### src/cpf_sqrt_pipe.sv
`timescale 1ns / 1ps
`default_nettype none

module cpf_sqrt_pipe (
   input  wire logic        clock,
   input  wire logic [47:0] value,
   output logic      [23:0] root
);

   logic [47:0] v_ff [24];
   logic [47:0] r_ff [24];

   genvar k;
   generate
      for (k = 0; k < 24; k++) begin : g_stage
         localparam logic [47:0] BIT = 48'(1) << (46 - 2 * k);
         logic [47:0] v_p;
         logic [47:0] r_p;
         logic [47:0] t;
         if (k == 0) begin : g_first
            assign v_p = value;
            assign r_p = '0;
         end else begin : g_next
            assign v_p = v_ff[k-1];
            assign r_p = r_ff[k-1];
         end
         assign t = r_p + BIT;
         always_ff @(posedge clock) begin
            if (v_p >= t) begin
               v_ff[k] <= v_p - t;
               r_ff[k] <= (r_p >> 1) + BIT;
            end else begin
               v_ff[k] <= v_p;
               r_ff[k] <= r_p >> 1;
            end
         end
      end
   endgenerate

   assign root = r_ff[23][23:0];

endmodule

`default_nettype wire

### config.mk
export PLATFORM = sky130hd
export DESIGN_NAME = cpf_sqrt_pipe
export DESIGN_NICKNAME = d
export VERILOG_FILES = /design/src/cpf_sqrt_pipe.sv
export SDC_FILE = /design/constraint.sdc
export NUM_CORES = 2
export LEC_CHECK = 0
export BUFFER_PORTS_ARGS = -buffer_cell sky130_fd_sc_hd__buf_2
export CAP_MARGIN = 20
export CORE_MARGIN = 4
export CORE_UTILIZATION = 54
export CTS_CLUSTER_SIZE = 40
export DETAILED_ROUTE_END_ITERATION = 10
export PLACE_DENSITY = 0.73
export SKIP_CTS_REPAIR_TIMING = 1
export SKIP_LAST_GASP = 1
export SYNTH_ARGS = -nofsm -noshare
export SYNTH_HDL_FRONTEND = slang
export SYNTH_SLANG_ARGS = --single-unit
### constraint.sdc
create_clock -name clock -period 3.5 [get_ports clock]
set_input_delay 0.7 -clock clock [delete_from_list [all_inputs] [get_ports clock]]
set_output_delay 0.7 -clock clock [all_outputs]
set_load 0.01 [all_outputs]
==> results.json <==
{
  "run_status": "finished, final reports clean",
  "p_per_area_nw_per_um2": 848,
  "hpwlAfterDp_um": 84700,
  "place_congestion": 0.894,
  "cts.sinks": 1404,
  "syn_avg_cell_area_um2": 10.1,
  "endpoint": "v_ff[13][21]$_DFF_P_",
  "numCtsBuffers": 138,
  "area_growth_syn_to_layout_pct": 14.2,
  "worst_slew_pin_slew_ps": 838,
  "antenna_found_initial": 1,
  "wire_per_inst_um": 16.6,
  "syn_inst": 5223,
  "r2r_start": "r_ff[1][225]$_DFF_P_",
  "grt_pass1_vias": 36663,
  "finalCritPeriodShare_pct": 96.2,
  "clock_skew_ps": 39.2,
  "synth-edff-count": 0,
  "layout.nets": 5805,
  "cp.depth": 11,
  "via_count": 37051,
  "synth-async-reset-ratio_pct": 0,
  "root_buffer": "clkbuf_16",
  "clockBufferDepth": 3,
  "synth_nets": 5594,
  "cts_tree": "done",
  "reg2reg_to": "v_ff[13][21]$_DFF_P_",
  "crit_path_start_kind": "flip-flop",
  "seqCellArea_um2": 28100,
  "drive_gt1_share_pct": 8.94,
  "finalSetupViolations": 0,
  "drc_errors": 0,
  "yosys-top-cells-area": "dfxtp_1 53%, ha_1 7.7%, xnor2_1 4.3%",
  "clkLatencyLatePin_ps": 740,
  "rrSetupSlack_ps": 130,
  "stdcell_area_um2": 60100,
  "max_stage_delay_ps": 510,
  "gr-total-overflow": 0,
  "worstSetupEndpointType": "flip-flop",
  "crit_top_cell": "or4_4",
  "hold_slack_ps": 76.6,
  "tns_ps": 0,
  "die_width_um": 320,
  "synth.ff_latch_count": 1404,
  "fillers": 7767,
  "pre_cts_ws_ps": 22.4,
  "start_util_pct": 54.4,
  "synth_ff_type": "dfxtp_1",
  "cts_max_level": 4,
  "yosysWarningCount": 0,
  "crit_path_start": "r_ff[1][225]$_DFF_P_",
  "diodes": 0,
  "p_leak_uw": 0.0277,
  "io_pins": 73,
  "io_buffers": 72,
  "synth_top_cell_area_share_pct": 53.4,
  "criticalPathCategory": "flip-flop to flip-flop",
  "cpLargestDelayFamily": "simple AND/OR/NAND/NOR gates",
  "drt_iter0_drc": 1951,
  "seq_area_frac_synth_pct": 53.4,
  "grt_first_pass_wirelength_um": 184000,
  "cp_data_arrival_time_ps": 4020,
  "wl_um": 113000,
  "ir_worst_vdd_mv": 0.560,
  "synth.distinct_cells": 88,
  "gr-usage-all-layers_pct": 21.7,
  "slew_headroom_pct": 42.7,
  "cap_viol_max_count": 0,
  "clkTransAtPathRegs_ps": 60,
  "viasPerCell": 5.43,
  "firstDrtPassIters": 5,
  "die_area_um2": 102000,
  "fmax_ghz": 0.297,
  "hp-class": "input port to flip-flop",
  "synth.cell_area_um2": 52600,
  "setup_ws_ps": 135,
  "fp.dieH_um": 320,
  "grt_max_degree": 37,
  "synth.largest_area_cell": "dfxtp_1",
  "power_uw": 50900,
  "placed_area_um2": 55000,
  "num_rows": 114,
  "core_um2": 96700,
  "slew_violations": 0,
  "worstPathRequired_ps": 4160,
  "crit_fanout": 29,
  "ant_nets": 0,
  "period_needed_ps": 3370,
  "hold_viol_final": 0,
  "slowest_stage": "or4_4",
  "path_cells": "inv_1 -> ha_1 -> a21oi_1 -> nor2_1 -> or4_1 -> or4_4 -> or4_4 -> or3_4 -> nor2_4 -> buf_12 -> mux2i_1",
  "critPathBufInv": 2,
  "r2r_cells": 11,
  "multiInputGateArea_um2": 22800
}
-- area by class of cell --
type	instances	area share (%)
sequential	1404	46.8
timing repair buffer	158	1.78
tap	1276	2.66
multi-input combinational	3313	37.9
clock buffer	188	6.51
inverter	419	2.62
clock inverter	64	1.75
-- Yosys cell counts (19+ instances only) --
cell type,n
or3_1,52
a21o_1,138
a21oi_1,256
nand2_1,362
nor2_1,289
xnor2_1,256
or2_2,27
a31oi_1,26
clkbuf_1,66
o21ai_0,255
o21a_1,71
nor4_1,182
inv_1,419
and3_1,19
o31ai_1,51
xor2_1,206
nand4b_1,21
o211ai_1,23
nor2b_1,39
dfxtp_1,1404
nor4b_1,21
mux2_2,34
ha_1,322
a211oi_1,25
nand3_1,95
a21boi_0,21
or4_1,22
nand4_1,85
nand2b_1,45
nor3_1,148
-- cell usage in the layout (no fill, tap or decap), types with 21 or more instances in the layout --
cell       Yosys  final
clkinv_2       0     22
inv_1        419    419
buf_2          8     72
dfxtp_1     1404   1404
a21o_1       138    138
nand4b_1      21     21
o21ai_0      255    253
nand2b_1      45     45
buf_4          5     81
a21oi_1      256    255
nand4_1       85     85
mux2_2        34     34
or3_1         52     51
nand2_1      362    362
a31oi_1       26     25
a21boi_0      21     21
or2_2         27     27
o211ai_1      23     23
a211oi_1      25     24
nor4_1       182    181
xor2_1       206    206
xnor2_1      256    256
nor2b_1       39     38
o21a_1        71     71
nor3_1       148    147
clkbuf_8       0     27
nand3_1       95     94
ha_1         322    321
clkbuf_16      0    138
o31ai_1       51     50
nor2_1       289    289
clkbuf_1      66     23
-- worst register-to-register path, cell delays in order, from the launching register on --
cell and delay [ps]:
dfxtp_1 330, inv_1 50, ha_1 330, a21oi_1 180, nor2_1 80, or4_1 430, or4_4 430, or4_4 510
or3_4 380, nor2_4 200, buf_12 190, mux2i_1 190
-- layer usage --
metal | vias up | GRT usage [%] | wire (um)
met5 | - | 0 | 0
met4 | 0 | 7.19 | 3050
met2 | 703 | 40.2 | 58100
met3 | 243 | 3.20 | 4020
li1 | 18663 | - | -
met1 | 17442 | 25.7 | 48000
-- logic make-up (layout without fill, tap and decap cells) --
family,count (synthesis),in the layout,share of synthesized area [%]
adders and majority gates,322,322,7.66
and+or+nand+nor,1487,1487,14.6
DFF,1404,1404,53.4
buffers and inverters,506,829,3.68
xor gates and xnor gates,462,462,7.69
muxes,45,45,0.937
AOI/OAI and AO/OA,997,997,12.0
-- power by group --
part	total, uW	internal (uW)	switching [uW]
combinational	12600	5800	6760
clock	15600	9360	6260
sequential	22700	19700	2980
total	50900	34900	16000
-- metrics by stage --
step | utilization (%) | std cells
3_3_place_gp | 56.8 | 6568
6_report | 62.1 | 6822
2_1_floorplan | - | 5223
4_1_cts | 62.0 | 6820
5_1_grt | 62.1 | 6822
3_5_place_dp | 56.8 | 6568
-- registers in the layout (all words and copies together) (netlist names) --
name / flops
v_ff: 1104
r_ff: 300
-- worst min-delay path by stage --
stage | startpoint | to | cells past startpoint
after global placement | v_ff[11][12]$_DFF_P_ | v_ff[12][12]$_DFF_P_ | 0
final | value[10] | v_ff[0][10]$_DFF_P_ | 1
after global routing | value[19] | v_ff[0][19]$_DFF_P_ | 1
after floorplan | v_ff[10][0]$_DFF_P_ | v_ff[11][0]$_DFF_P_ | 0
after CTS | value[19] | v_ff[0][19]$_DFF_P_ | 1
after detailed placement | v_ff[11][12]$_DFF_P_ | v_ff[12][12]$_DFF_P_ | 0
No activity file was read; power rests on OpenSTA's default activity.
